File: config.mk
export PLATFORM = sky130hd
export DESIGN_NAME = lfu_cache_lru_tiebreak_unit_flat
export DESIGN_NICKNAME = d
export VERILOG_FILES = /design/src/rtl/lfuc_pkg.sv /design/src/rtl/lfuc_if.sv /design/src/rtl/lfuc_store.sv /design/src/rtl/lfuc_pick.sv /design/src/rtl/lfu_cache_lru_tiebreak_unit.sv /design/src/flat_wrapper.sv
export SDC_FILE = /design/constraint.sdc
export NUM_CORES = 2
export LEC_CHECK = 0
export BUFFER_PORTS_ARGS = -buffer_cell sky130_fd_sc_hd__buf_2
export CORE_MARGIN = 2
export CORE_UTILIZATION = 40
export CTS_BUF_LIST = sky130_fd_sc_hd__clkbuf_4 sky130_fd_sc_hd__clkbuf_8
export CTS_CLUSTER_SIZE = 40
export DETAILED_ROUTE_END_ITERATION = 12
export PLACE_DENSITY = 0.52
export SLEW_MARGIN = 20
export SYNTH_ARGS = -nofsm -noshare
export SYNTH_HDL_FRONTEND = slang
export SYNTH_HIERARCHICAL = 1
export SYNTH_SLANG_ARGS = --single-unit
File: constraint.sdc
create_clock -name clk -period 7.2 [get_ports clk]
set_input_delay 0.72 -clock clk [delete_from_list [all_inputs] [get_ports clk]]
set_output_delay 0.72 -clock clk [all_outputs]
set_load 0.02 [all_outputs]
File: src/rtl/lfuc_pkg.sv
// Shared constants, types and state encoding of the LFU key/value store.
`default_nettype none

package lfuc_pkg;

	localparam int MAX_ENTRIES_DEF = 16;
	localparam int COUNT_BITS_DEF  = 16;

	localparam int KEY_W = 32;
	localparam int VAL_W = 32;
	localparam int CAP_W = 5;
	// wide enough for any entry count up to 256 and any capacity code
	localparam int CMP_W = 9;

	localparam logic [CAP_W-1:0] CAP_RESET = 5'd16;

	localparam logic OP_GET = 1'b0;
	localparam logic OP_PUT = 1'b1;

	typedef enum logic [2:0] {
		ST_IDLE,
		ST_SCAN,
		ST_DECIDE,
		ST_UPDATE,
		ST_RESP
	} lfuc_state_t;

	// storage strobes for one cycle
	typedef struct packed {
		logic scan_re;
		logic val_re;
		logic val_we;
		logic ent_we;
		logic rank_we;
	} store_ctl_t;

	// what the scan found so far
	typedef struct packed {
		logic found;
		logic victim;
		logic vacant;
	} pick_flags_t;

endpackage

`default_nettype wire

File: src/rtl/lfuc_if.sv
// Request and response channel interfaces of the LFU key/value store.
`default_nettype none

interface lfuc_req_if import lfuc_pkg::*; ();
	logic             valid;
	logic             ready;
	logic             opcode;
	logic [KEY_W-1:0] key;
	logic [VAL_W-1:0] value;

	modport source (output valid, opcode, key, value, input ready);
	modport sink (input valid, opcode, key, value, output ready);
endinterface

interface lfuc_rsp_if import lfuc_pkg::*; ();
	logic             valid;
	logic             ready;
	logic             hit;
	logic [VAL_W-1:0] read_value;
	logic             evicted;
	logic [KEY_W-1:0] evicted_key;

	modport source (output valid, hit, read_value, evicted, evicted_key, input ready);
	modport sink (input valid, hit, read_value, evicted, evicted_key, output ready);
endinterface

`default_nettype wire

File: src/rtl/lfuc_store.sv
// Entry storage: key, value, use count and recency rank memories plus valid flags.
`default_nettype none

module lfuc_store import lfuc_pkg::*; #(
	parameter int MAX_ENTRIES = MAX_ENTRIES_DEF,
	parameter int COUNT_BITS  = COUNT_BITS_DEF,
	localparam int AW = (MAX_ENTRIES > 1) ? $clog2(MAX_ENTRIES) : 1
) (
	input  wire logic                  clk,
	input  wire logic                  arst_n,
	input  wire store_ctl_t            ctl,
	input  wire logic [AW-1:0]         scan_addr,
	input  wire logic [AW-1:0]         ent_addr,
	input  wire logic [AW-1:0]         rank_waddr,
	input  wire logic [KEY_W-1:0]      key_w,
	input  wire logic [COUNT_BITS-1:0] cnt_w,
	input  wire logic [VAL_W-1:0]      val_w,
	input  wire logic [AW-1:0]         rank_w,
	output logic                       scan_valid_q,
	output logic [KEY_W-1:0]           scan_key_q,
	output logic [COUNT_BITS-1:0]      scan_cnt_q,
	output logic [AW-1:0]              scan_rank_q,
	output logic [VAL_W-1:0]           val_rd_q
);

	logic [KEY_W-1:0]      key_mem   [MAX_ENTRIES];
	logic [VAL_W-1:0]      val_mem   [MAX_ENTRIES];
	logic [COUNT_BITS-1:0] cnt_mem   [MAX_ENTRIES];
	logic [AW-1:0]         rank_mem  [MAX_ENTRIES];
	logic [MAX_ENTRIES-1:0] valid_q;

	always_ff @(posedge clk or negedge arst_n) begin
		if (!arst_n) begin
			valid_q      <= '0;
			scan_valid_q <= 1'b0;
		end else begin
			if (ctl.ent_we) begin
				valid_q[ent_addr] <= 1'b1;
			end
			if (ctl.scan_re) begin
				scan_valid_q <= valid_q[scan_addr];
			end
		end
	end

	always_ff @(posedge clk) begin
		if (ctl.ent_we) begin
			key_mem[ent_addr] <= key_w;
			cnt_mem[ent_addr] <= cnt_w;
		end
		if (ctl.scan_re) begin
			scan_key_q  <= key_mem[scan_addr];
			scan_cnt_q  <= cnt_mem[scan_addr];
			scan_rank_q <= rank_mem[scan_addr];
		end
	end

	always_ff @(posedge clk) begin
		if (ctl.rank_we) begin
			rank_mem[rank_waddr] <= rank_w;
		end
	end

	always_ff @(posedge clk) begin
		if (ctl.val_we) begin
			val_mem[ent_addr] <= val_w;
		end
		if (ctl.val_re) begin
			val_rd_q <= val_mem[ent_addr];
		end
	end

endmodule

`default_nettype wire

File: src/rtl/lfuc_pick.sv
// Shared compare unit: folds one entry per cycle into key match, victim and free slot.
`default_nettype none

module lfuc_pick import lfuc_pkg::*; #(
	parameter int MAX_ENTRIES = MAX_ENTRIES_DEF,
	parameter int COUNT_BITS  = COUNT_BITS_DEF,
	localparam int AW = (MAX_ENTRIES > 1) ? $clog2(MAX_ENTRIES) : 1
) (
	input  wire logic                  clk,
	input  wire logic                  arst_n,
	input  wire logic                  clr,
	input  wire logic                  dv,
	input  wire logic [AW-1:0]         tag,
	input  wire logic                  ent_valid,
	input  wire logic [KEY_W-1:0]      ent_key,
	input  wire logic [COUNT_BITS-1:0] ent_cnt,
	input  wire logic [AW-1:0]         ent_rank,
	input  wire logic [KEY_W-1:0]      key,
	output pick_flags_t                flags_q,
	output logic [AW-1:0]              found_idx_q,
	output logic [COUNT_BITS-1:0]      found_cnt_q,
	output logic [AW-1:0]              found_rank_q,
	output logic [AW-1:0]              vic_idx_q,
	output logic [AW-1:0]              vic_rank_q,
	output logic [KEY_W-1:0]           vic_key_q,
	output logic [AW-1:0]              free_idx_q
);

	logic [COUNT_BITS-1:0] vic_cnt_q;
	logic                  take_found;
	logic                  take_vic;
	logic                  take_free;

	always_comb begin
		take_found = dv && ent_valid && (ent_key == key) && !flags_q.found;
		// lowest count wins; among equal counts the oldest
		take_vic   = dv && ent_valid && (!flags_q.victim || (ent_cnt < vic_cnt_q) ||
			((ent_cnt == vic_cnt_q) && (ent_rank > vic_rank_q)));
		take_free  = dv && !ent_valid && !flags_q.vacant;
	end

	always_ff @(posedge clk or negedge arst_n) begin
		if (!arst_n) begin
			flags_q <= '0;
		end else if (clr) begin
			flags_q <= '0;
		end else begin
			if (take_found) flags_q.found  <= 1'b1;
			if (take_vic)   flags_q.victim <= 1'b1;
			if (take_free)  flags_q.vacant <= 1'b1;
		end
	end

	always_ff @(posedge clk) begin
		if (take_found) begin
			found_idx_q  <= tag;
			found_cnt_q  <= ent_cnt;
			found_rank_q <= ent_rank;
		end
		if (take_vic) begin
			vic_idx_q  <= tag;
			vic_cnt_q  <= ent_cnt;
			vic_rank_q <= ent_rank;
			vic_key_q  <= ent_key;
		end
		if (take_free) begin
			free_idx_q <= tag;
		end
	end

endmodule

`default_nettype wire

File: src/rtl/lfu_cache_lru_tiebreak_unit.sv
// Top level of the LFU key/value store with least-recently-used tie-break.
//
// Usage:
//   req  - request channel (valid/ready): opcode (get or put), key, value.
//   rsp  - response channel (valid/ready): hit, read_value, evicted, evicted_key.
//          Exactly one response item per request item, in order.
//   cfg_we / cfg_wdata - capacity register; write only while the block is idle.
//          Values above MAX_ENTRIES act as MAX_ENTRIES; zero turns puts into no-ops.
// Sequence: the block takes one item at a time. A scan of all MAX_ENTRIES
//   entries through the single compare unit comes first, a decision state
//   follows, and an item that touches or inserts an entry then sweeps the rank
//   memory once more through the same read port before the response state;
//   req.ready returns the cycle after the response loads.
// Reset clears all valid flags, the occupancy and the response valid flag and sets
//   capacity to 16; key, value, count and rank memories need no clearing.
// A stalled receiver holds the response in its output register; the next item is
//   taken meanwhile, and its response waits in the final state until the slot frees.
`default_nettype none

module lfu_cache_lru_tiebreak_unit import lfuc_pkg::*; #(
	parameter int MAX_ENTRIES = MAX_ENTRIES_DEF,
	parameter int COUNT_BITS  = COUNT_BITS_DEF
) (
	input  wire logic             clk,
	input  wire logic             arst_n,
	input  wire logic             cfg_we,
	input  wire logic [CAP_W-1:0] cfg_wdata,
	lfuc_req_if.sink              req,
	lfuc_rsp_if.source            rsp
);

	localparam int AW = (MAX_ENTRIES > 1) ? $clog2(MAX_ENTRIES) : 1;
	localparam int CW = $clog2(MAX_ENTRIES + 1);
	localparam logic [CW-1:0]         LAST_CNT = CW'(MAX_ENTRIES);
	localparam logic [COUNT_BITS-1:0] CNT_ONE  = COUNT_BITS'(1);
	localparam logic [COUNT_BITS-1:0] CNT_MAX  = '1;

	lfuc_state_t state_q, state_d;

	logic [CAP_W-1:0] capacity_q;
	logic [CW-1:0]    occupancy_q;
	logic [CW-1:0]    cnt_q;
	logic             dv_s1;
	logic [AW-1:0]    tag_s1;

	// latched item
	logic             op_q;
	logic [KEY_W-1:0] key_q;
	logic [VAL_W-1:0] val_q;

	// update plan from the decision cycle
	logic [AW-1:0]    slot_q;
	logic [AW-1:0]    rref_q;
	logic             all_q;

	// response being built
	logic             res_hit_q;
	logic             res_evict_q;
	logic [KEY_W-1:0] res_ekey_q;
	logic             res_get_q;

	// response register
	logic             rsp_valid_q;
	logic             rsp_hit_q;
	logic [VAL_W-1:0] rsp_value_q;
	logic             rsp_evict_q;
	logic [KEY_W-1:0] rsp_ekey_q;

	logic accept;
	logic issue;
	logic scan_done;
	logic rsp_load;

	store_ctl_t            ctl;
	logic [AW-1:0]         ent_addr;
	logic [COUNT_BITS-1:0] cnt_w;
	logic                  rank_hit;
	logic [AW-1:0]         rank_w;

	logic                  scan_valid;
	logic [KEY_W-1:0]      scan_key;
	logic [COUNT_BITS-1:0] scan_cnt;
	logic [AW-1:0]         scan_rank;
	logic [VAL_W-1:0]      val_rd;

	pick_flags_t           flags;
	logic [AW-1:0]         found_idx;
	logic [COUNT_BITS-1:0] found_cnt;
	logic [AW-1:0]         found_rank;
	logic [AW-1:0]         vic_idx;
	logic [AW-1:0]         vic_rank;
	logic [KEY_W-1:0]      vic_key;
	logic [AW-1:0]         free_idx;

	// decision terms
	logic [CMP_W-1:0] cap_w;
	logic [CMP_W-1:0] occ_w;
	logic             cap_zero;
	logic             use_vic;
	logic             use_free;
	logic             do_touch;
	logic             do_ins;
	logic [AW-1:0]    slot_d;

	lfuc_store #(
		.MAX_ENTRIES(MAX_ENTRIES),
		.COUNT_BITS (COUNT_BITS)
	) u_store (
		.clk         (clk),
		.arst_n      (arst_n),
		.ctl         (ctl),
		.scan_addr   (cnt_q[AW-1:0]),
		.ent_addr    (ent_addr),
		.rank_waddr  (tag_s1),
		.key_w       (key_q),
		.cnt_w       (cnt_w),
		.val_w       (val_q),
		.rank_w      (rank_w),
		.scan_valid_q(scan_valid),
		.scan_key_q  (scan_key),
		.scan_cnt_q  (scan_cnt),
		.scan_rank_q (scan_rank),
		.val_rd_q    (val_rd)
	);

	lfuc_pick #(
		.MAX_ENTRIES(MAX_ENTRIES),
		.COUNT_BITS (COUNT_BITS)
	) u_pick (
		.clk         (clk),
		.arst_n      (arst_n),
		.clr         (accept),
		.dv          (dv_s1 && (state_q == ST_SCAN)),
		.tag         (tag_s1),
		.ent_valid   (scan_valid),
		.ent_key     (scan_key),
		.ent_cnt     (scan_cnt),
		.ent_rank    (scan_rank),
		.key         (key_q),
		.flags_q     (flags),
		.found_idx_q (found_idx),
		.found_cnt_q (found_cnt),
		.found_rank_q(found_rank),
		.vic_idx_q   (vic_idx),
		.vic_rank_q  (vic_rank),
		.vic_key_q   (vic_key),
		.free_idx_q  (free_idx)
	);

	// Decide what the item does once the scan has seen every entry.
	always_comb begin
		if ({{(CMP_W-CAP_W){1'b0}}, capacity_q} > CMP_W'(MAX_ENTRIES)) begin
			cap_w = CMP_W'(MAX_ENTRIES);
		end else begin
			cap_w = {{(CMP_W-CAP_W){1'b0}}, capacity_q};
		end
		occ_w    = CMP_W'(occupancy_q);
		cap_zero = (cap_w == '0);
		use_vic  = (occ_w >= cap_w) && flags.victim;
		use_free = !use_vic && flags.vacant;
		do_touch = flags.found && ((op_q == OP_GET) || !cap_zero);
		do_ins   = !flags.found && (op_q == OP_PUT) && !cap_zero && (use_vic || use_free);
		if (flags.found) begin
			slot_d = found_idx;
		end else if (use_vic) begin
			slot_d = vic_idx;
		end else begin
			slot_d = free_idx;
		end
	end

	assign accept    = req.valid && req.ready;
	assign issue     = ((state_q == ST_SCAN) || (state_q == ST_UPDATE)) && (cnt_q != LAST_CNT);
	assign scan_done = (cnt_q == LAST_CNT) && !dv_s1;
	assign rsp_load  = (state_q == ST_RESP) && (!rsp_valid_q || rsp.ready);

	// Next state.
	always_comb begin
		state_d = state_q;
		unique case (state_q)
			ST_IDLE: begin
				if (accept) state_d = ST_SCAN;
			end
			ST_SCAN: begin
				if (scan_done) state_d = ST_DECIDE;
			end
			ST_DECIDE: begin
				state_d = (do_touch || do_ins) ? ST_UPDATE : ST_RESP;
			end
			ST_UPDATE: begin
				if (scan_done) state_d = ST_RESP;
			end
			ST_RESP: begin
				if (rsp_load) state_d = ST_IDLE;
			end
			default: state_d = ST_IDLE;
		endcase
	end

	// Outputs of the sequencer: storage strobes and write data.
	always_comb begin
		ctl          = '0;
		ent_addr     = slot_d;
		cnt_w        = CNT_ONE;
		rank_hit     = 1'b0;
		rank_w       = '0;
		req.ready    = 1'b0;
		unique case (state_q)
			ST_IDLE: begin
				req.ready = 1'b1;
			end
			ST_SCAN: begin
				ctl.scan_re = issue;
			end
			ST_DECIDE: begin
				// one write of key and count covers both touch and insert
				ctl.ent_we = do_touch || do_ins;
				ctl.val_we = (do_touch && (op_q == OP_PUT)) || do_ins;
				ctl.val_re = flags.found && (op_q == OP_GET);
				if (do_touch) begin
					cnt_w = (found_cnt == CNT_MAX) ? found_cnt : found_cnt + CNT_ONE;
				end
			end
			ST_UPDATE: begin
				ctl.scan_re = issue;
				// age entries newer than rref_q (all if all_q); target becomes newest
				rank_hit    = (tag_s1 == slot_q);
				ctl.rank_we = dv_s1 && scan_valid &&
					(rank_hit || all_q || (scan_rank < rref_q));
				rank_w      = rank_hit ? '0 : scan_rank + AW'(1);
			end
			ST_RESP: begin
				ctl = '0;
			end
			default: ctl = '0;
		endcase
	end

	always_ff @(posedge clk or negedge arst_n) begin
		if (!arst_n) begin
			state_q     <= ST_IDLE;
			capacity_q  <= CAP_RESET;
			occupancy_q <= '0;
			cnt_q       <= '0;
			dv_s1       <= 1'b0;
			rsp_valid_q <= 1'b0;
		end else begin
			state_q <= state_d;
			if (cfg_we) begin
				capacity_q <= cfg_wdata;
			end
			// advance the entry counter; restart it for each sweep
			if (accept || (state_q == ST_DECIDE)) begin
				cnt_q <= '0;
			end else if (issue) begin
				cnt_q <= cnt_q + CW'(1);
			end
			dv_s1 <= issue;
			if ((state_q == ST_DECIDE) && do_ins && !use_vic) begin
				occupancy_q <= occupancy_q + CW'(1);
			end
			if (rsp_load) begin
				rsp_valid_q <= 1'b1;
			end else if (rsp.ready) begin
				rsp_valid_q <= 1'b0;
			end
		end
	end

	always_ff @(posedge clk) begin
		tag_s1 <= cnt_q[AW-1:0];
		if (accept) begin
			op_q  <= req.opcode;
			key_q <= req.key;
			val_q <= req.value;
		end
		if (state_q == ST_DECIDE) begin
			slot_q      <= slot_d;
			rref_q      <= flags.found ? found_rank : vic_rank;
			all_q       <= !flags.found && !use_vic;
			res_hit_q   <= flags.found;
			res_evict_q <= do_ins && use_vic;
			res_ekey_q  <= (do_ins && use_vic) ? vic_key : '0;
			res_get_q   <= flags.found && (op_q == OP_GET);
		end
		if (rsp_load) begin
			rsp_hit_q   <= res_hit_q;
			rsp_value_q <= res_get_q ? val_rd : '0;
			rsp_evict_q <= res_evict_q;
			rsp_ekey_q  <= res_ekey_q;
		end
	end

	assign rsp.valid       = rsp_valid_q;
	assign rsp.hit         = rsp_hit_q;
	assign rsp.read_value  = rsp_value_q;
	assign rsp.evicted     = rsp_evict_q;
	assign rsp.evicted_key = rsp_ekey_q;

endmodule

`default_nettype wire
File: src/flat_wrapper.sv
// flat-port wrapper written by rule: the top's interface ports become plain ports
module lfu_cache_lru_tiebreak_unit_flat import lfuc_pkg::*;
#(
	parameter int MAX_ENTRIES = MAX_ENTRIES_DEF,
	parameter int COUNT_BITS  = COUNT_BITS_DEF
)
  (clk, arst_n, cfg_we, cfg_wdata, req_valid, req_opcode, req_key, req_value, req_ready, rsp_valid, rsp_hit, rsp_read_value, rsp_evicted, rsp_evicted_key, rsp_ready);
  lfuc_req_if req_i ();
  lfuc_rsp_if rsp_i ();
  input  wire logic clk;
  input  wire logic arst_n;
  input  wire logic cfg_we;
  input  wire logic [CAP_W-1:0] cfg_wdata;
  input wire logic [$bits(req_i.valid)-1:0] req_valid;
  input wire logic [$bits(req_i.opcode)-1:0] req_opcode;
  input wire logic [$bits(req_i.key)-1:0] req_key;
  input wire logic [$bits(req_i.value)-1:0] req_value;
  output wire logic [$bits(req_i.ready)-1:0] req_ready;
  output wire logic [$bits(rsp_i.valid)-1:0] rsp_valid;
  output wire logic [$bits(rsp_i.hit)-1:0] rsp_hit;
  output wire logic [$bits(rsp_i.read_value)-1:0] rsp_read_value;
  output wire logic [$bits(rsp_i.evicted)-1:0] rsp_evicted;
  output wire logic [$bits(rsp_i.evicted_key)-1:0] rsp_evicted_key;
  input wire logic [$bits(rsp_i.ready)-1:0] rsp_ready;
  assign req_i.valid = req_valid;
  assign req_i.opcode = req_opcode;
  assign req_i.key = req_key;
  assign req_i.value = req_value;
  assign req_ready = req_i.ready;
  assign rsp_valid = rsp_i.valid;
  assign rsp_hit = rsp_i.hit;
  assign rsp_read_value = rsp_i.read_value;
  assign rsp_evicted = rsp_i.evicted;
  assign rsp_evicted_key = rsp_i.evicted_key;
  assign rsp_i.ready = rsp_ready;
  lfu_cache_lru_tiebreak_unit #(.MAX_ENTRIES(MAX_ENTRIES), .COUNT_BITS(COUNT_BITS)) u_core (.clk(clk), .arst_n(arst_n), .cfg_we(cfg_we), .cfg_wdata(cfg_wdata), .req(req_i), .rsp(rsp_i));
endmodule
---- Word-level counts from Yosys, hierarchy flattened ----
Memory sizes are Yosys's and may differ from the RTL's. A register that Yosys moved wholly into a read port is not among the register bits.
Index checks and enable logic that the tools add are counted.
storage, ports and cells
  register bits after elaboration ......... 303
  word-level logic and storage cells ...... 158
  bits in writable memories ............... 1344
  output and inout bits ................... 68
  memories ................................ 4
  bits of input ports ..................... 75
memory list
  name                     depth  width  rd ports  clocked after memory_dff  wr ports  line              RTL
  u_core.u_store.key_mem   16     32     1         1                         1         lfuc_store.sv:26  logic [KEY_W-1:0] key_mem [MAX_ENTRIES];
  u_core.u_store.val_mem   16     32     1         1                         1         lfuc_store.sv:27  logic [VAL_W-1:0] val_mem [MAX_ENTRIES];
  u_core.u_store.cnt_mem   16     16     1         1                         1         lfuc_store.sv:28  logic [COUNT_BITS-1:0] cnt_mem [MAX_ENTRIES];
  u_core.u_store.rank_mem  16     4      1         1                         1         lfuc_store.sv:29  logic [AW-1:0] rank_mem [MAX_ENTRIES];
operators by class
  bitwise logic cells ..................... 2
  reduce and logical (&&, ||, !) cells .... 55
  add/subtract/negate cells ............... 4
  magnitude comparators ................... 8
  multiplexer cells ....................... 37
  eq/ne operators ......................... 14
operator list
  kind                                                        count
  two-way mux 16 bit                                          3
  == test 32 bit                                              1
  logical AND 1 bit                                           27
  two-way mux 3 bit                                           7
  two-way mux 4 bit                                           5
  adder 16 x 1 -> 16 bit, second input constant               1
  == test 16 bit                                              1
  == test 16 bit, second input constant                       1
  less-than comparator 16 bit                                 1
  two-way mux 1 bit                                           16
  OR 16 bit                                                   1
  two-way mux 5 bit                                           3
  case mux 3 bit (5 select lines)                             1
  logical OR 1 bit                                            11
  adder 5 x 1 -> 5 bit, second input constant                 2
  less-than comparator 4 x 5 -> 1 bit, second input constant  2
  nonzero test 2 bit                                          5
  logical NOT 9 bit                                           1
  logical NOT 1 bit                                           8
  inequality test 2 x 1 -> 1 bit, second input constant       4
  == test 3 x 2 -> 1 bit, second input constant               2
  == test 5 bit, second input constant                        1
  >= comparator 5 bit                                         1
  greater-than comparator 5 bit, second input constant        1
  other kinds (14)                                            14

---- Depth between registers and ports, before layout ----
  word-level depth ........................ 12
  depth in mapped cells ................... 15
  gate-level depth less buffers ........... 11

---- By module ----
The synthesis kept the hierarchy.
modules (own cells, without submodules)
  module                       area an instance (um^2)  sequential area each (um^2)  cells an instance  times used
  lfuc_store                   53872.9                  43306.5                      2057               1
  lfu_cache_lru_tiebreak_unit  7731.2                   5836.8                       488                1
  lfuc_pick                    3493.4                   2597.5                       214                1

---- Worst setup path before layout ----
Ideal clock, no wire load.
  kind .................................... reg2reg
  from .................................... register u_core.capacity_q[4]
  to ...................................... memory u_core/u_store/cnt_mem[11][0] in the netlist's numbering (enable)
  clock period less this slack ............ 5.331 ns
  data arrival time ....................... 4.876 ns
  stages on the path, launching flop included .. 15
  setup slack ............................. 1.869 ns
  data required time ...................... 6.745 ns
  buffers on the path ..................... 4
  library setup time ...................... 0.455 ns
  cells stage by stage .................... dfstp_2 -> inv_1 -> nand2_1 -> ha_1 -> a21o_1 -> a31oi_1 -> o22ai_2 -> clkbuf_1 -> nand2b_1 -> a2bb2oi_1 -> buf_2 -> buf_2 -> buf_1 -> nand3_1 -> nor2_1
between the ends
  elaborated cells between the ends (all ways) .. 19
  those cells by class .................... order compare (2); mux (6); reduce/logical (11)
RTL lines
  what                           line                                RTL
  start: declaration             lfu_cache_lru_tiebreak_unit.sv:40   logic [CAP_W-1:0] capacity_q;
  start signal: assignment       lfu_cache_lru_tiebreak_unit.sv:250  capacity_q <= cfg_wdata;
  greater-than comparator 5 bit  lfu_cache_lru_tiebreak_unit.sv:152  if ({{(CMP_W-CAP_W){1'b0}}, capacity_q} > CMP_W'(MAX_ENTRIES)) begin
  two-way mux 5 bit (*)          lfu_cache_lru_tiebreak_unit.sv:152
  >= comparator 5 bit (*)        lfu_cache_lru_tiebreak_unit.sv:159  use_vic = (occ_w >= cap_w) && flags.victim;
  logical AND 1 bit (*)          lfu_cache_lru_tiebreak_unit.sv:159
  two-way mux 4 bit (*)          lfu_cache_lru_tiebreak_unit.sv:165  end else if (use_vic) begin
  two-way mux 4 bit (*)          lfu_cache_lru_tiebreak_unit.sv:163  if (flags.found) begin
  via u_core.ent_addr[1]         lfu_cache_lru_tiebreak_unit.sv:75   logic [AW-1:0] ent_addr;
  end: declaration               lfuc_store.sv:28
Mark *: on every way through the listed nets, which the timed path passes. The rest lies on a longest branch.

---- Final worst setup path ----
  from .................................... register u_core.capacity_q[4]
  to ...................................... memory u_core.u_store.key_mem[11][16] (enable)
between the ends
  elaborated cells between the ends (all ways) .. 19
  those cells by class .................... order compare (2); mux (6); reduce/logical (11)
RTL lines
  what                           line
  greater-than comparator 5 bit  lfu_cache_lru_tiebreak_unit.sv:152
  two-way mux 5 bit (*)          lfu_cache_lru_tiebreak_unit.sv:152
  >= comparator 5 bit (*)        lfu_cache_lru_tiebreak_unit.sv:159
  logical AND 1 bit (*)          lfu_cache_lru_tiebreak_unit.sv:159
  two-way mux 4 bit (*)          lfu_cache_lru_tiebreak_unit.sv:165
  two-way mux 4 bit (*)          lfu_cache_lru_tiebreak_unit.sv:163
  via u_core.ent_addr[1]         lfu_cache_lru_tiebreak_unit.sv:75
  end: declaration               lfuc_store.sv:26
Marks and branches as above.

==> results.py <==
metrics = {
    "floorplan": {
        "dieArea_mm2": 0.166,
        "fp.coreArea_mm2": 0.162,
        "start_util_pct": 40.1,
        "io_pins": 143,
        "die_x_um": 407,
        "rows": 148,
        "die_h_um": 407,
    },
    "synthesis": {
        "syn_inst": 2759,
        "netlist_area_mm2": 0.0651,
        "synthFlopType": "edfxtp_1",
        "yosysTopAreaCell": "edfxtp_1",
        "synthArstFlopShare_pct": 2.31,
        "ys_top_cells_by_area": "edfxtp_1 (78%), mux4_2 (15%), dfrtp_1 (1.5%)",
        "yosys.area.top_type_share_pct": 77.8,
        "synth_edf_count": 1687,
        "post_synth.cell_area_avg_um2": 23.6,
        "synth_common_cells": "edfxtp_1 (1687), mux4_2 (424), nor2_1 (81), and2_1 (65), clkbuf_1 (51)",
        "synth_cell_type_count": 57,
        "ys_ff_latch": 1731,
        "ys_seq_area_share_pct": 79.5,
        "syn-num-nets": 2867,
        "synth_warnings": 6,
        "yosysMostFrequentCell": "edfxtp_1",
    },
    "sta": {
        "finalSetupViolations": 0,
        "hold_viol": 0,
        "tns_ns": 0,
        "rsz0062_at_grt": "false",
        "period_share_pct": 74.7,
        "fin_ws_ns": 1.82,
        "period_minus_slack_ns": 5.38,
        "max_freq_mhz": 186,
        "max_slew_margin_pct": 22.4,
        "fin_hold_ws_ns": 0.0892,
        "skew_ns": 0.0818,
        "drv_slew": 0,
        "worst_pin_slew_ns": 1.16,
    },
    "place": {
        "place_inst": 5028,
        "gp_congestion": 0.759,
        "portBuffers": 142,
        "dp_hpwl_um": 83700,
        "preCtsSetupSlack_ns": 1.84,
    },
    "status": {
        "status": "completed",
    },
    "routing": {
        "ant_nets": 0,
        "drcViolationCount": 0,
        "wirelength_um": 154000,
        "dr.pass1.iters": 5,
        "drtIter0Drc": 2459,
        "wl_per_cell_um": 27.3,
        "viasPerCell": 5.31,
        "num_vias": 29900,
    },
    "critical_path": {
        "cp_num_buf_inv": 3,
        "rr_endpoint": "u_core/u_store/key_mem[11][16]$_DFFE_PP_",
        "ff2ff_setup_slack_ns": 1.82,
        "crit_type": "reg -> reg",
        "worstPathRequired_ns": 7.83,
        "cp_max_fo": 137,
        "rr_startpoint": "u_core/capacity_q[4]$_DFFE_PN1P_",
        "r2r_cells": 12,
        "slowest_delay_ns": 1.04,
        "endpoint_kind": "flop",
        "crit_arrival_ns": 6.01,
        "cp_top_family": "simple AND/OR/NAND/NOR gates",
        "startpoint_type": "flop",
        "cp_cell_sequence": "inv_1 -> nand2_1 -> ha_1 -> a21o_1 -> a31oi_1 -> o22ai_2 -> nand2b_1 -> a2bb2oi_4 -> buf_12 -> nand3_1 -> nor2_4 -> buf_4",
        "slowest_stage": "nor2_4",
    },
    "flow_run": {
        "drv_cap": 0,
    },
    "clocking": {
        "clock_sinks": 1731,
        "clock_latency_ns": 1.02,
        "clkSlewWorstSetupHoldPaths_ns": 0.06,
        "root_buffer": "clkbuf_8",
        "cts_buffers": 306,
        "cts_tree": "done",
        "htreeDepth": 5,
        "cts_max_path_buffers": 4,
    },
    "grt": {
        "antenna_found_initial": 5,
        "first_global_vias": 32100,
        "grt_max_degree": 145,
        "grt_use_total_pct": 18.5,
        "grt-ovfl-total": 0,
        "grt_pass1_wl_um": 222000,
    },
    "final_layout": {
        "syn_to_final_growth_pct": 15.9,
        "final_net_count": 3347,
        "drive_gt1_share_pct": 34.4,
        "fillerInstances": 13500,
        "multi_input_area_mm2": 0.0130,
        "utilization_pct": 46.5,
        "final_cells": 5629,
        "seq_area_mm2": 0.0518,
    },
    "power": {
        "power.leakage_nw": 23.8,
        "vdd_drop_max_v": 0.000327,
        "power.density_mw_per_mm2": 330,
    },
    "worst_hold_path": {
        "hold_depth": 3,
        "hp-class": "in -> reg",
        "min_to": "u_core/rsp.valid$_DFFE_PN0P_",
        "hold_start": "rsp_ready",
    },
}
[per-stage QoR]
| stage | instance area, um2 | power, mW |
|---|---|---|
| 4_1_cts | 75400 | 25.3 |
| 3_3_place_gp | 68800 | 16.4 |
| 6_report | 75400 | 24.9 |
| 3_5_place_dp | 68800 | 16.4 |
| 2_1_floorplan | 65100 | 15.1 |
| 5_1_grt | 75400 | 26.0 |
[area by class of cell]
class	instances	area share (%)
Antenna cell	3	0.00995
Clock buffer	398	6.58
Clock inverter	122	1.12
Inverter	37	0.184
Multi-Input combinational cell	875	17.2
Sequential cell	1731	68.6
Tap cell	2175	3.61
Timing Repair Buffer	288	2.71
[report_power, final]
| part | switching, mW | leakage (nW) | internal, mW |
|---|---|---|---|
| combinational | 2.06 | 5.23 | 2.18 |
| sequential | 0.477 | 15.5 | 11.4 |
| clock | 3.86 | 3.07 | 4.91 |
[placed cells by master, fill, tap and decap left out, types with 11 or more instances in the layout]
cell type / count
xor2_1: 13
clkinv_2: 33
edfxtp_1: 1687
xnor2_1: 43
nand4_1: 17
clkbuf_8: 316
nand2b_1: 11
or2_2: 19
nor2_1: 40
nor3_1: 15
nand2_1: 30
a21oi_1: 21
mux4_2: 424
bufinv_16: 12
clkinv_1: 69
inv_1: 36
buf_4: 66
dfrtp_1: 35
nor2_4: 33
buf_2: 142
clkbuf_4: 82
and2_1: 64
nand3_1: 13
ha_1: 33
dlygate4sd3_1: 77
[timing repair]
item	CTS	global route
resized for setup	0	0
buffers inserted	0	0
endpoints found under the hold margin	109	0
hold buffers	77	0
[worst max-delay path by stage]
stage,end,startpoint,depth (start not counted)
floorplan,u_core/u_store/cnt_mem[11][0]$_DFFE_PP_,u_core/capacity_q[4]$_DFFE_PN1P_,14
global placement,u_core/u_store/key_mem[11][28]$_DFFE_PP_,u_core/capacity_q[4]$_DFFE_PN1P_,12
detailed placement,u_core/u_store/key_mem[11][14]$_DFFE_PP_,u_core/capacity_q[4]$_DFFE_PN1P_,12
CTS,u_core/u_store/key_mem[11][16]$_DFFE_PP_,u_core/capacity_q[4]$_DFFE_PN1P_,12
global route,u_core/u_store/key_mem[11][4]$_DFFE_PP_,u_core/capacity_q[4]$_DFFE_PN1P_,12
finish,u_core/u_store/key_mem[11][16]$_DFFE_PP_,u_core/capacity_q[4]$_DFFE_PN1P_,12
[cells by family after synthesis]
group                      count (synthesis)  synth area share (%)
AOI/OAI and AO/OA                         60                 0.625
xor gates and xnor gates                  56                 0.753
adders and majority gates                 33                 0.634
buffers and inverters                    153                  1.20
DFF                                     1731                  79.5
muxes                                    439                  14.9
and+or+nand+nor                          287                  2.39
[layer usage]
metal	vias to the layer above	routed length, um	GRT usage (%)
li1	12600	-	-
met1	16100	64700	24.9
met2	944	77000	30.6
met3	247	7920	3.34
met4	0	3950	6.42
met5	-	0	0
[worst register-to-register path, cell delays in order (launching register included)]
cell,delay (ns)
dfstp_2,0.58
inv_1,0.10
nand2_1,0.08
ha_1,0.25
a21o_1,0.18
a31oi_1,0.22
o22ai_2,0.28
nand2b_1,0.27
a2bb2oi_4,0.17
buf_12,0.57
nand3_1,0.69
nor2_4,1.04
buf_4,0.56
[sequential cells by signal, indices dropped and copies added (netlist names), 64 cells and up]
name and flops:
u_core/u_store/cnt_mem 256, u_core/u_store/key_mem 512, u_core/u_store/rank_mem 64, u_core/u_store/val_mem 512
(Power assumes the default switching activity.)
